File: src/rtl/core/assert_macros.svh
// Assertion macros used by the step generator top level.
`ifndef ASSERT_MACROS_SVH
`define ASSERT_MACROS_SVH

// Same-cycle implication, checked on every clock edge outside reset
`define VSPG_ASSERT_NOW(lbl, ante, cons) \
    lbl: assert property (@(posedge i_clk) disable iff (!i_rst_n) (ante) |-> (cons)) \
        else $error("step generator check failed");

// Next-cycle implication
`define VSPG_ASSERT_NEXT(lbl, ante, cons) \
    lbl: assert property (@(posedge i_clk) disable iff (!i_rst_n) (ante) |=> (cons)) \
        else $error("step generator check failed");

`endif

File: src/rtl/core/vspg_pkg.sv
// Types and constants of the velocity step pulse generator.
package vspg_pkg;

    // Field widths
    localparam int GAIN_W     = 16;
    localparam int VEL_W      = 32;
    localparam int TIME_W     = 32;
    localparam int POS_W      = 48;
    localparam int INC_W      = 32;
    localparam int ANGLE_W    = 32;
    localparam int PROD_W     = GAIN_W + VEL_W;
    localparam int GAIN_FRAC  = 8;
    localparam int SCALED_W   = PROD_W - GAIN_FRAC;
    localparam int FRAC_SHIFT = 16;
    localparam int THRESH_W   = 26;
    localparam int LHS_W      = TIME_W + VEL_W;
    localparam int CFG_IDX_W  = 2;

    // Angle-to-threshold scale (microseconds per second / 1000 steps of angle)
    localparam logic [9:0] STEP_SCALE = 10'd1000;

    // Register reset values
    localparam logic [GAIN_W-1:0]  GAIN_RST       = 16'd256;
    localparam logic [ANGLE_W-1:0] STEP_ANGLE_RST = 32'd8433329;
    localparam logic [INC_W-1:0]   INC_RST        = 32'd2108332;
    localparam logic [THRESH_W-1:0] THRESH_RST =
        THRESH_W'((64'(STEP_ANGLE_RST) * 64'(STEP_SCALE)) >> FRAC_SHIFT);

    // Configuration register indexes
    localparam logic [CFG_IDX_W-1:0] CFG_GAIN       = 2'd0;
    localparam logic [CFG_IDX_W-1:0] CFG_STEP_ANGLE = 2'd1;
    localparam logic [CFG_IDX_W-1:0] CFG_JOINT_INC  = 2'd2;

    // Input item kinds
    typedef enum logic {
        KIND_SET_VEL = 1'b0,
        KIND_TIME    = 1'b1
    } t_kind;

    // Scaled velocity for a set-velocity item
    typedef struct packed {
        logic signed [VEL_W-1:0] velocity;
        logic [VEL_W-1:0]        magnitude;
    } t_vel_upd;

    // Step decision for a time item
    typedef struct packed {
        logic                    fire;
        logic signed [POS_W-1:0] position;
    } t_step_upd;

endpackage

File: src/rtl/core/vspg_cfg_regs.sv
// Configuration registers, with the step threshold derived at write time.
module vspg_cfg_regs (
    input  logic                                  i_clk,
    input  logic                                  i_rst_n,
    input  logic                                  i_cfg_valid,
    input  logic [vspg_pkg::CFG_IDX_W-1:0]        i_cfg_index,
    input  logic [31:0]                           i_cfg_data,
    output logic signed [vspg_pkg::GAIN_W-1:0]    o_gain,
    output logic [vspg_pkg::THRESH_W-1:0]         o_threshold,
    output logic signed [vspg_pkg::INC_W-1:0]     o_increment
);
    import vspg_pkg::*;

    logic signed [GAIN_W-1:0] r_gain;
    logic [THRESH_W-1:0]      r_threshold;
    logic signed [INC_W-1:0]  r_increment;
    logic [THRESH_W-1:0]      w_thresh;

    // step_angle * 1000 / 2^16, floored
    assign w_thresh = THRESH_W'((42'(i_cfg_data[ANGLE_W-1:0]) * 42'(STEP_SCALE)) >> FRAC_SHIFT);

    // Register writes; unknown indexes are dropped
    always_ff @(posedge i_clk) begin
        if (!i_rst_n) begin
            r_gain      <= GAIN_RST;
            r_threshold <= THRESH_RST;
            r_increment <= INC_RST;
        end else if (i_cfg_valid) begin
            unique case (i_cfg_index)
                CFG_GAIN:       r_gain      <= i_cfg_data[GAIN_W-1:0];
                CFG_STEP_ANGLE: r_threshold <= w_thresh;
                CFG_JOINT_INC:  r_increment <= i_cfg_data[INC_W-1:0];
                default: ;
            endcase
        end
    end

    assign o_gain      = r_gain;
    assign o_threshold = r_threshold;
    assign o_increment = r_increment;

endmodule

File: src/rtl/core/vspg_vel_scale.sv
// Gain multiply, floor shift and saturation of the commanded velocity.
module vspg_vel_scale (
    input  logic signed [vspg_pkg::GAIN_W-1:0] i_gain,
    input  logic signed [vspg_pkg::VEL_W-1:0]  i_velocity_command,
    output vspg_pkg::t_vel_upd                 o_vel
);
    import vspg_pkg::*;

    logic signed [PROD_W-1:0]   w_prod;
    logic signed [SCALED_W-1:0] w_scaled;
    logic signed [VEL_W-1:0]    w_sat;

    // Q8.8 * Q16.16, then arithmetic shift drops the gain fraction (floor)
    assign w_prod   = PROD_W'(i_gain) * PROD_W'(i_velocity_command);
    assign w_scaled = w_prod[PROD_W-1:GAIN_FRAC];

    // Clamp to signed 32 bits
    always_comb begin
        if (!w_scaled[SCALED_W-1] && (|w_scaled[SCALED_W-2:VEL_W-1])) begin
            w_sat = {1'b0, {(VEL_W-1){1'b1}}};
        end else if (w_scaled[SCALED_W-1] && !(&w_scaled[SCALED_W-2:VEL_W-1])) begin
            w_sat = {1'b1, {(VEL_W-1){1'b0}}};
        end else begin
            w_sat = w_scaled[VEL_W-1:0];
        end
    end

    // Magnitude kept alongside so the time path starts from a register
    assign o_vel.velocity  = w_sat;
    assign o_vel.magnitude = w_sat[VEL_W-1] ? (~w_sat + 1'b1) : w_sat;

endmodule

File: src/rtl/core/vspg_step_check.sv
// Elapsed-time test against the step threshold and position update.
module vspg_step_check (
    input  logic [vspg_pkg::TIME_W-1:0]       i_time_now,
    input  logic [vspg_pkg::TIME_W-1:0]       i_last_time,
    input  logic [vspg_pkg::VEL_W-1:0]        i_magnitude,
    input  logic                              i_negative,
    input  logic [vspg_pkg::THRESH_W-1:0]     i_threshold,
    input  logic signed [vspg_pkg::INC_W-1:0] i_increment,
    input  logic signed [vspg_pkg::POS_W-1:0] i_position,
    output vspg_pkg::t_step_upd               o_upd
);
    import vspg_pkg::*;

    logic [TIME_W-1:0]       w_elapsed;
    logic [LHS_W-1:0]        w_lhs;
    logic signed [POS_W-1:0] w_inc;
    logic                    w_fire;

    // Wrapping elapsed time times speed, against the precomputed threshold
    assign w_elapsed = i_time_now - i_last_time;
    assign w_lhs     = LHS_W'(w_elapsed) * LHS_W'(i_magnitude);
    assign w_fire    = (w_lhs > LHS_W'(i_threshold));

    // One step along the direction of travel, position wraps
    assign w_inc = {{(POS_W-INC_W){i_increment[INC_W-1]}}, i_increment};

    always_comb begin
        o_upd.fire = w_fire;
        if (!w_fire) begin
            o_upd.position = i_position;
        end else if (i_negative) begin
            o_upd.position = i_position - w_inc;
        end else begin
            o_upd.position = i_position + w_inc;
        end
    end

endmodule

File: src/rtl/core/velocity_step_pulse_generator.sv
// Top level of the velocity step pulse generator.
//
//  channel | handshake              | payload
//  --------+------------------------+-----------------------------------------------
//  in      | i_in_valid/o_in_ready  | i_kind, i_velocity_command, i_time_now
//  out     | o_out_valid/i_out_ready| o_step_level, o_direction_level,
//          |                        | o_joint_position, o_motor_velocity
//  cfg     | i_cfg_valid/o_cfg_ready| i_cfg_index, i_cfg_data
//
// One item per cycle while results are taken; an item passes the input register,
// then the state and result register in one pass.
// The time path is one 32x32 multiply and a compare, fed from registered velocity.
// Synchronous active-low reset clears state; config returns to its defaults.
// A stalled result holds the item in the input register; input is taken again
// in the cycle the result is taken. Config writes are always ready.
module velocity_step_pulse_generator (
    input  logic                                  i_clk,
    input  logic                                  i_rst_n,
    input  logic                                  i_in_valid,
    output logic                                  o_in_ready,
    input  logic                                  i_kind,
    input  logic signed [vspg_pkg::VEL_W-1:0]     i_velocity_command,
    input  logic [vspg_pkg::TIME_W-1:0]           i_time_now,
    output logic                                  o_out_valid,
    input  logic                                  i_out_ready,
    output logic                                  o_step_level,
    output logic                                  o_direction_level,
    output logic signed [vspg_pkg::POS_W-1:0]     o_joint_position,
    output logic signed [vspg_pkg::VEL_W-1:0]     o_motor_velocity,
    input  logic                                  i_cfg_valid,
    output logic                                  o_cfg_ready,
    input  logic [vspg_pkg::CFG_IDX_W-1:0]        i_cfg_index,
    input  logic [31:0]                           i_cfg_data
);
    import vspg_pkg::*;

    `include "assert_macros.svh"

    // Configuration
    logic signed [GAIN_W-1:0] w_gain;
    logic [THRESH_W-1:0]      w_threshold;
    logic signed [INC_W-1:0]  w_increment;

    // Input register
    logic                     r_in_valid;
    t_kind                    r_in_kind;
    logic signed [VEL_W-1:0]  r_in_vel;
    logic [TIME_W-1:0]        r_in_time;

    // Block state
    logic signed [VEL_W-1:0]  r_velocity, n_velocity;
    logic [VEL_W-1:0]         r_vel_mag, n_vel_mag;
    logic signed [POS_W-1:0]  r_position, n_position;
    logic [TIME_W-1:0]        r_last_time, n_last_time;
    logic                     r_step, n_step;
    logic                     r_dir, n_dir;

    // Result register
    logic                     r_out_valid;
    logic                     r_out_step;
    logic                     r_out_dir;
    logic signed [POS_W-1:0]  r_out_pos;
    logic signed [VEL_W-1:0]  r_out_vel;

    logic      w_in_acc;
    logic      w_adv;
    t_vel_upd  w_vel;
    t_step_upd w_upd;
    logic      w_set_go;
    logic      w_stop_go;

    assign o_cfg_ready = 1'b1;

    vspg_cfg_regs u_cfg (
        .i_clk       (i_clk),
        .i_rst_n     (i_rst_n),
        .i_cfg_valid (i_cfg_valid),
        .i_cfg_index (i_cfg_index),
        .i_cfg_data  (i_cfg_data),
        .o_gain      (w_gain),
        .o_threshold (w_threshold),
        .o_increment (w_increment)
    );

    vspg_vel_scale u_vel (
        .i_gain             (w_gain),
        .i_velocity_command (r_in_vel),
        .o_vel              (w_vel)
    );

    vspg_step_check u_step (
        .i_time_now  (r_in_time),
        .i_last_time (r_last_time),
        .i_magnitude (r_vel_mag),
        .i_negative  (r_velocity[VEL_W-1]),
        .i_threshold (w_threshold),
        .i_increment (w_increment),
        .i_position  (r_position),
        .o_upd       (w_upd)
    );

    // Handshake: the input stage moves on whenever the result slot frees up
    assign w_adv      = r_in_valid && (!r_out_valid || i_out_ready);
    assign o_in_ready = !r_in_valid || w_adv;
    assign w_in_acc   = i_in_valid && o_in_ready;

    // Input register
    always_ff @(posedge i_clk) begin
        if (!i_rst_n) begin
            r_in_valid <= 1'b0;
        end else if (w_in_acc) begin
            r_in_valid <= 1'b1;
        end else if (w_adv) begin
            r_in_valid <= 1'b0;
        end
    end

    always_ff @(posedge i_clk) begin
        if (w_in_acc) begin
            r_in_kind <= t_kind'(i_kind);
            r_in_vel  <= i_velocity_command;
            r_in_time <= i_time_now;
        end
    end

    // Next state for the item leaving the input register
    always_comb begin
        n_velocity  = r_velocity;
        n_vel_mag   = r_vel_mag;
        n_position  = r_position;
        n_last_time = r_last_time;
        n_step      = r_step;
        n_dir       = r_dir;
        if (w_adv) begin
            unique case (r_in_kind)
                KIND_SET_VEL: begin
                    n_velocity = w_vel.velocity;
                    n_vel_mag  = w_vel.magnitude;
                    if (w_vel.velocity != '0) begin
                        n_dir = !w_vel.velocity[VEL_W-1];
                    end
                end
                KIND_TIME: begin
                    // stopped motor: nothing moves, step level holds
                    if (r_velocity != '0) begin
                        n_step     = w_upd.fire;
                        n_position = w_upd.position;
                        if (w_upd.fire) begin
                            n_last_time = r_in_time;
                        end
                    end
                end
                default: ;
            endcase
        end
    end

    // State registers
    always_ff @(posedge i_clk) begin
        if (!i_rst_n) begin
            r_velocity  <= '0;
            r_vel_mag   <= '0;
            r_position  <= '0;
            r_last_time <= '0;
            r_step      <= 1'b0;
            r_dir       <= 1'b0;
        end else begin
            r_velocity  <= n_velocity;
            r_vel_mag   <= n_vel_mag;
            r_position  <= n_position;
            r_last_time <= n_last_time;
            r_step      <= n_step;
            r_dir       <= n_dir;
        end
    end

    // Result register
    always_ff @(posedge i_clk) begin
        if (!i_rst_n) begin
            r_out_valid <= 1'b0;
        end else if (w_adv) begin
            r_out_valid <= 1'b1;
        end else if (i_out_ready) begin
            r_out_valid <= 1'b0;
        end
    end

    always_ff @(posedge i_clk) begin
        if (w_adv) begin
            r_out_step <= n_step;
            r_out_dir  <= n_dir;
            r_out_pos  <= n_position;
            r_out_vel  <= n_velocity;
        end
    end

    assign o_out_valid       = r_out_valid;
    assign o_step_level      = r_out_step;
    assign o_direction_level = r_out_dir;
    assign o_joint_position  = r_out_pos;
    assign o_motor_velocity  = r_out_vel;

    // Checks
    assign w_set_go  = w_adv && (r_in_kind == KIND_SET_VEL);
    assign w_stop_go = w_adv && (r_in_kind == KIND_TIME) && (r_velocity == 32'sd0);

    `VSPG_ASSERT_NOW(a_mag_tracks_vel, 1'b1, (r_velocity == 32'sd0) == (r_vel_mag == 32'd0))
    `VSPG_ASSERT_NEXT(a_set_keeps_time, w_set_go, r_last_time == $past(r_last_time))
    `VSPG_ASSERT_NEXT(a_stopped_holds, w_stop_go, $stable(r_step) && $stable(r_position))
    `VSPG_ASSERT_NEXT(a_dir_follows_sign, w_set_go, (r_velocity == 32'sd0) || (r_dir == !r_velocity[VEL_W-1]))

endmodule
File: config.mk
export PLATFORM = sky130hd
export DESIGN_NAME = velocity_step_pulse_generator
export DESIGN_NICKNAME = d
export VERILOG_FILES = /design/src/rtl/core/vspg_pkg.sv /design/src/rtl/core/vspg_cfg_regs.sv /design/src/rtl/core/vspg_vel_scale.sv /design/src/rtl/core/vspg_step_check.sv /design/src/rtl/core/velocity_step_pulse_generator.sv
export VERILOG_INCLUDE_DIRS = /design/src /design/src/rtl/core
export SDC_FILE = /design/constraint.sdc
export NUM_CORES = 2
export LEC_CHECK = 0
export BUFFER_PORTS_ARGS = -buffer_cell sky130_fd_sc_hd__buf_2
export CELL_PAD_IN_SITES_DETAIL_PLACEMENT = 0
export CELL_PAD_IN_SITES_GLOBAL_PLACEMENT = 1
export CORE_ASPECT_RATIO = 1.75
export CORE_UTILIZATION = 40
export DETAILED_ROUTE_END_ITERATION = 8
export PLACE_DENSITY = 0.64
export SYNTH_ARGS = -nofsm -noshare
export SYNTH_HDL_FRONTEND = slang
export SYNTH_HIERARCHICAL = 1
export SYNTH_SLANG_ARGS = --single-unit
export TNS_END_PERCENT = 50
File: constraint.sdc
create_clock -name i_clk -period 34.5 [get_ports i_clk]
set_input_delay 6.9 -clock i_clk [delete_from_list [all_inputs] [get_ports i_clk]]
set_output_delay 6.9 -clock i_clk [all_outputs]
set_load 0.01 [all_outputs]
# After elaboration in Yosys (flattened, before gate mapping)
# Cells that the tools add are included.
# word_totals
in_bits	104
out_inout_bits	85
reg_bits	369
word_cells	73
# classes
bitwise_logic	2
magnitude_cmp	1
n_mul	3
eq_ne	2
add_sub_neg	4
n_reduce_logical	23
muxes	20
# op_table
cell	count
48-bit two-way mux	5
32-bit two-way mux	5
64-bit by 26-bit > comparator with 1-bit output	1
32-bit by 32-bit multiplier with 64-bit output	1
32-bit nonzero test	2
48-bit by 32-bit adder with 48-bit output	1
16-bit by 32-bit multiplier with 48-bit output	1
48-bit by 32-bit subtractor with 48-bit output	1
32-bit by 7-bit multiplier with 39-bit output, second input constant	1
32-bit by 1-bit adder with 32-bit output, second input constant	1
32-bit NOT	1
32-bit subtractor	1
1-bit two-way mux	10
2-bit AND reduction	4
8-bit AND reduction	1
8-bit OR reduction	1
1-bit logical NOT	5
1-bit logical AND	4
4-bit AND reduction	1
2-bit nonzero test	2
2-bit by 1-bit == test with 1-bit output, second input constant	1
2-bit == test, second input constant	1
2-bit logical NOT	1
1-bit logical OR	2
1-bit NOT	1

# Longest topological paths before layout
# logic_depth
depth_word	10
mapped_depth	57
mapped_depth_nobuf	50

# Modules after synthesis
# Netlist, hierarchy kept.
# modules_own_cells
module	cells_each	area_per_inst_um2	instances
vspg_step_check	4724	39803.2	1
vspg_vel_scale	2434	20115.5	1
velocity_step_pulse_generator	840	10865.4	1
vspg_cfg_regs	879	7857.5	1

# Worst setup path after synthesis
# No wires, ideal clock.
# synth_path
path_type	input -> output
startpoint	input i_out_ready
endpoint	output o_in_ready
slack_ns	20.385
cell_stages	2
arrival_time_ns	7.215
path_cell_list	nor2b_1 -> nand2_1
# synth_between
elab_chain_len	3
# synth_lines
item	line	text
from (decl)	velocity_step_pulse_generator.sv:25	input logic i_out_ready,
1-bit logical OR	velocity_step_pulse_generator.sv:103	assign w_adv = r_in_valid && (!r_out_valid || i_out_ready);
1-bit logical AND	velocity_step_pulse_generator.sv:103	
1-bit logical OR	velocity_step_pulse_generator.sv:104	assign o_in_ready = !r_in_valid || w_adv;
to (decl)	velocity_step_pulse_generator.sv:20	output logic o_in_ready,
# Every way passes these cells.

==> key figures <==
Power
  • Comb pwr share: 86.6%
  • Power per cell area: 92.16 nW/um^2
  • Int Pwr: 0.003071 W
  • Reg power frac: 7.4%
  • Net Sw Frac: 60.04%
  • Max VDD drop: 137.6 uV
  • LEAKAGE: 39.31 nW
  • NetSw: 0.004614 W
  • Clock Power Share: 6.0%

Timing
  • Final hold violation count: 0
  • Clock skew: 0.04679 ns
  • RSZ-0062 raised after global routing: false
  • Slew at the pin closest to its max-slew limit: 1.199 ns
  • Worst hold margin: 0.4523 ns
  • Slew Limit Fails: 0
  • Max-slew headroom: 19.58%
  • Setup TNS: 0 ns
  • Final setup vio count: 0
  • Final setup margin: 19.24 ns
  • F_max: 65.55 MHz
  • Final worst-path cycle share: 44.22%
  • Min Clock Period, post-route: 15.26 ns

Yosys
  • Main combinational cell family by area after synthesis: adder cells
  • Post-synthesis mux area share: 3.028%
  • Top post-synthesis cells by count: inv_1 (1787), fa_1 (1500), nand2_1 (1387)
  • Synthesized-area fraction occupied by adder cells: 47.14%
  • Syn Area/Cell: 8.859 sq um
  • Count leader, synth: inv_1
  • Post-synth EDFFs: 147
  • Synth area leaders: fa_1 (38%), ha_1 (9.0%), inv_1 (8.5%)
  • Post-synthesis cell type with the largest combined area: fa_1
  • Seq/Total Area, Yosys: 11.26%
  • Asr flop ratio synth: 0%
  • FF+latch count, synth: 369
  • Most used DFF post-synth: dfxtp_1
  • Simple-gate share of the synthesized area: 16.72%
  • Post-synthesis cell area: 78640 sq um
  • Yosys warns: 6
  • Yosys top cell area share: 38.18%
  • Netlist cell types: 107
  • Post-Synthesis Net Count: 11040
  • Mapped Cells: 8877
  • Compound-Gate Fraction of Synth Area: 8.523%
  • Post-Synth XOR/XNOR Area: 2.294%

Cells and area
  • Share of cells above drive strength 1: 6.491%
  • Nets: 10930
  • Syn-to-layout area delta: 6.047%
  • Cell area after layout: 83400 sq um

Worst setup path
  • Crit Path Max Fanout: 48
  • Crit-path leading delay family: adder cells
  • Endpoint type of the worst setup path: flip-flop
  • Crit-path most repeated cell: fa_1
  • CP max stage delay: 0.82 ns
  • Required @ worst endpoint: 35.05 ns
  • CP bufs+invs: 12
  • Critical path arrival: 15.80 ns
  • CP Launch Type: flip-flop
  • Critical-path cell with the highest stage delay: a221oi_1
  • Crit Path Category: flip-flop to flip-flop

Drt
  • Antenna Nets Post-Route: 0
  • Vias: 60480
  • DRT iter0 DRCs: 2996
  • Avg Vias per Cell: 5.300
  • Top routing layer used: met5
  • Met2 routed WL: 143000 um
  • Pre-antenna DRT Iters: 6
  • DRT Wirelength: 260200 um
  • Met3 WL: 9856 um
  • Routed metal-1 wire length: 90430 um
  • # DRC: 0
  • Routed WL per cell: 22.80 um

Clocking
  • CTS max path bufs: 3
  • Skew-Pair Late Insertion Delay: 0.64 ns
  • Clk sinks: 369
  • H-tree depth: 2
  • Hold buffer count at cts: 0
  • Root Buffer Master: clkbuf_16
  • Post CTS Setup Buffer Count: 0
  • PostCTS Resize Cnt: 0
  • CTS clk-pin slew, worst paths: 0.06 ns
  • TritonCTS Buffers: 40
  • CTS tree: done

Placed design
  • Buffers on Ports: 187
  • Area after DPL: 82040 sq um
  • Routability-driven placement congestion ratio: 0.9685
  • Dpl hpwl: 207100 um
  • Pre-CTS setup slack: 19.21 ns

Die
  • Die height: 588.6 um
  • FP Rows: 215
  • Chip width: 337.2 um
  • Die area: 198500 sq um
  • # IOs: 189
  • Starting density of the core: 40.21%
  • CORE AREA: 195600 sq um

Worst hold path
  • HP Class: flip-flop to flip-flop

Global route
  • Total grt overflow: 0
  • Number of global-route vias before repair: 66950
  • Largest net degree at the start of global routing: 89
  • GRT Util Overall: 26.62%
  • Antenna violations before repair: 34
  • First-pass GRT wire length: 396900 um

Job
  • Max_cap viols: 0

Outcome
  • Outcome: finished, final reports clean
[state kept, by name, indices dropped and copies added, names as in the netlist]
name / count
o_motor_velocity: 32
r_position: 48
r_in_kind: 1
r_in_valid: 1
u_cfg/o_gain: 16
o_direction_level: 1
r_step: 1
r_dir: 1
o_step_level: 1
r_in_time: 32
r_velocity: 32
r_in_vel: 32
u_cfg/o_threshold: 26
o_joint_position: 48
u_cfg/o_increment: 32
r_last_time: 32
r_vel_mag: 32
o_out_valid: 1
[kinds of logic after synthesis]
| group | after synthesis |
|---|---|
| AO/OA/AOI/OAI | 1043 |
| XOR/XNOR | 206 |
| adder cells (fa/ha/maj) | 2063 |
| buffers and inverters | 2246 |
| flip-flops | 369 |
| multiplexers | 222 |
| other | 1 |
| AND/OR/NAND/NOR | 2727 |
[per-layer routing]
layer	track usage, %	vias up
li1	-	27230
met4	14.95	20
met3	2.700	669
met5	0	-
met2	51.46	1581
met1	27.35	30990
[path summary, 6_finish.rpt]
path,from,to,slack (ns),cells past startpoint
setup / recovery,r_in_time[0],r_last_time[4],19.24,52
hold / removal,u_cfg/o_threshold[17],u_cfg/o_threshold[17],0.45,2
setup reg to reg,r_in_time[0],r_last_time[4],19.24,52
hold reg to reg,u_cfg/o_threshold[17],u_cfg/o_threshold[17],0.45,2
[tightest hold or removal path, cell delays in order, from the launching register on]
cell and delay [ns]:
dfxtp_1 0.31, nand2_1 0.05, a21oi_1 0.05
[cell type report]
| type | instances | area (sq um) |
|---|---|---|
| Clock buffer | 48 | 1095 |
| Inverter | 1791 | 6723 |
| Antenna cell | 10 | 25.02 |
| Sequential cell | 369 | 8877 |
| Clock inverter | 26 | 234.0 |
| Timing Repair Buffer | 301 | 1800 |
| Multi-Input combinational cell | 6262 | 61390 |
| Tap cell | 2604 | 3258 |
| Fill cell | 19710 | 112200 |
[stage by stage]
stage | power (W) | cells | utilization, %
after floorplan | 0.004921 | 8877 | -
after global placement | 0.007178 | 11330 | 41.95
after detailed placement | 0.007164 | 11330 | 41.95
after CTS | 0.007702 | 11400 | 42.63
after global routing | 0.008360 | 11400 | 42.63
final | 0.007686 | 11410 | 42.64
[cell usage in the layout, fill, tap and decap left out, drive strengths merged, types with 186 or more instances in the layout]
cell and n:
nand2 1390, ha 563, nor2 194, a21oi 374
buf 300, fa 1500, o21ai 186, and2 684
inv 1793, dfxtp 222
[power by group through the flow]
stage	clock [W]	combinational [W]	sequential [W]
2_1_floorplan	0	0.00438	0.000540
3_3_place_gp	0	0.00660	0.000578
3_5_place_dp	0	0.00658	0.000579
4_1_cts	0.000478	0.00665	0.000570
5_1_grt	0.000489	0.00730	0.000575
6_report	0.000460	0.00666	0.000570
No activity file was read; power rests on OpenSTA's default activity.
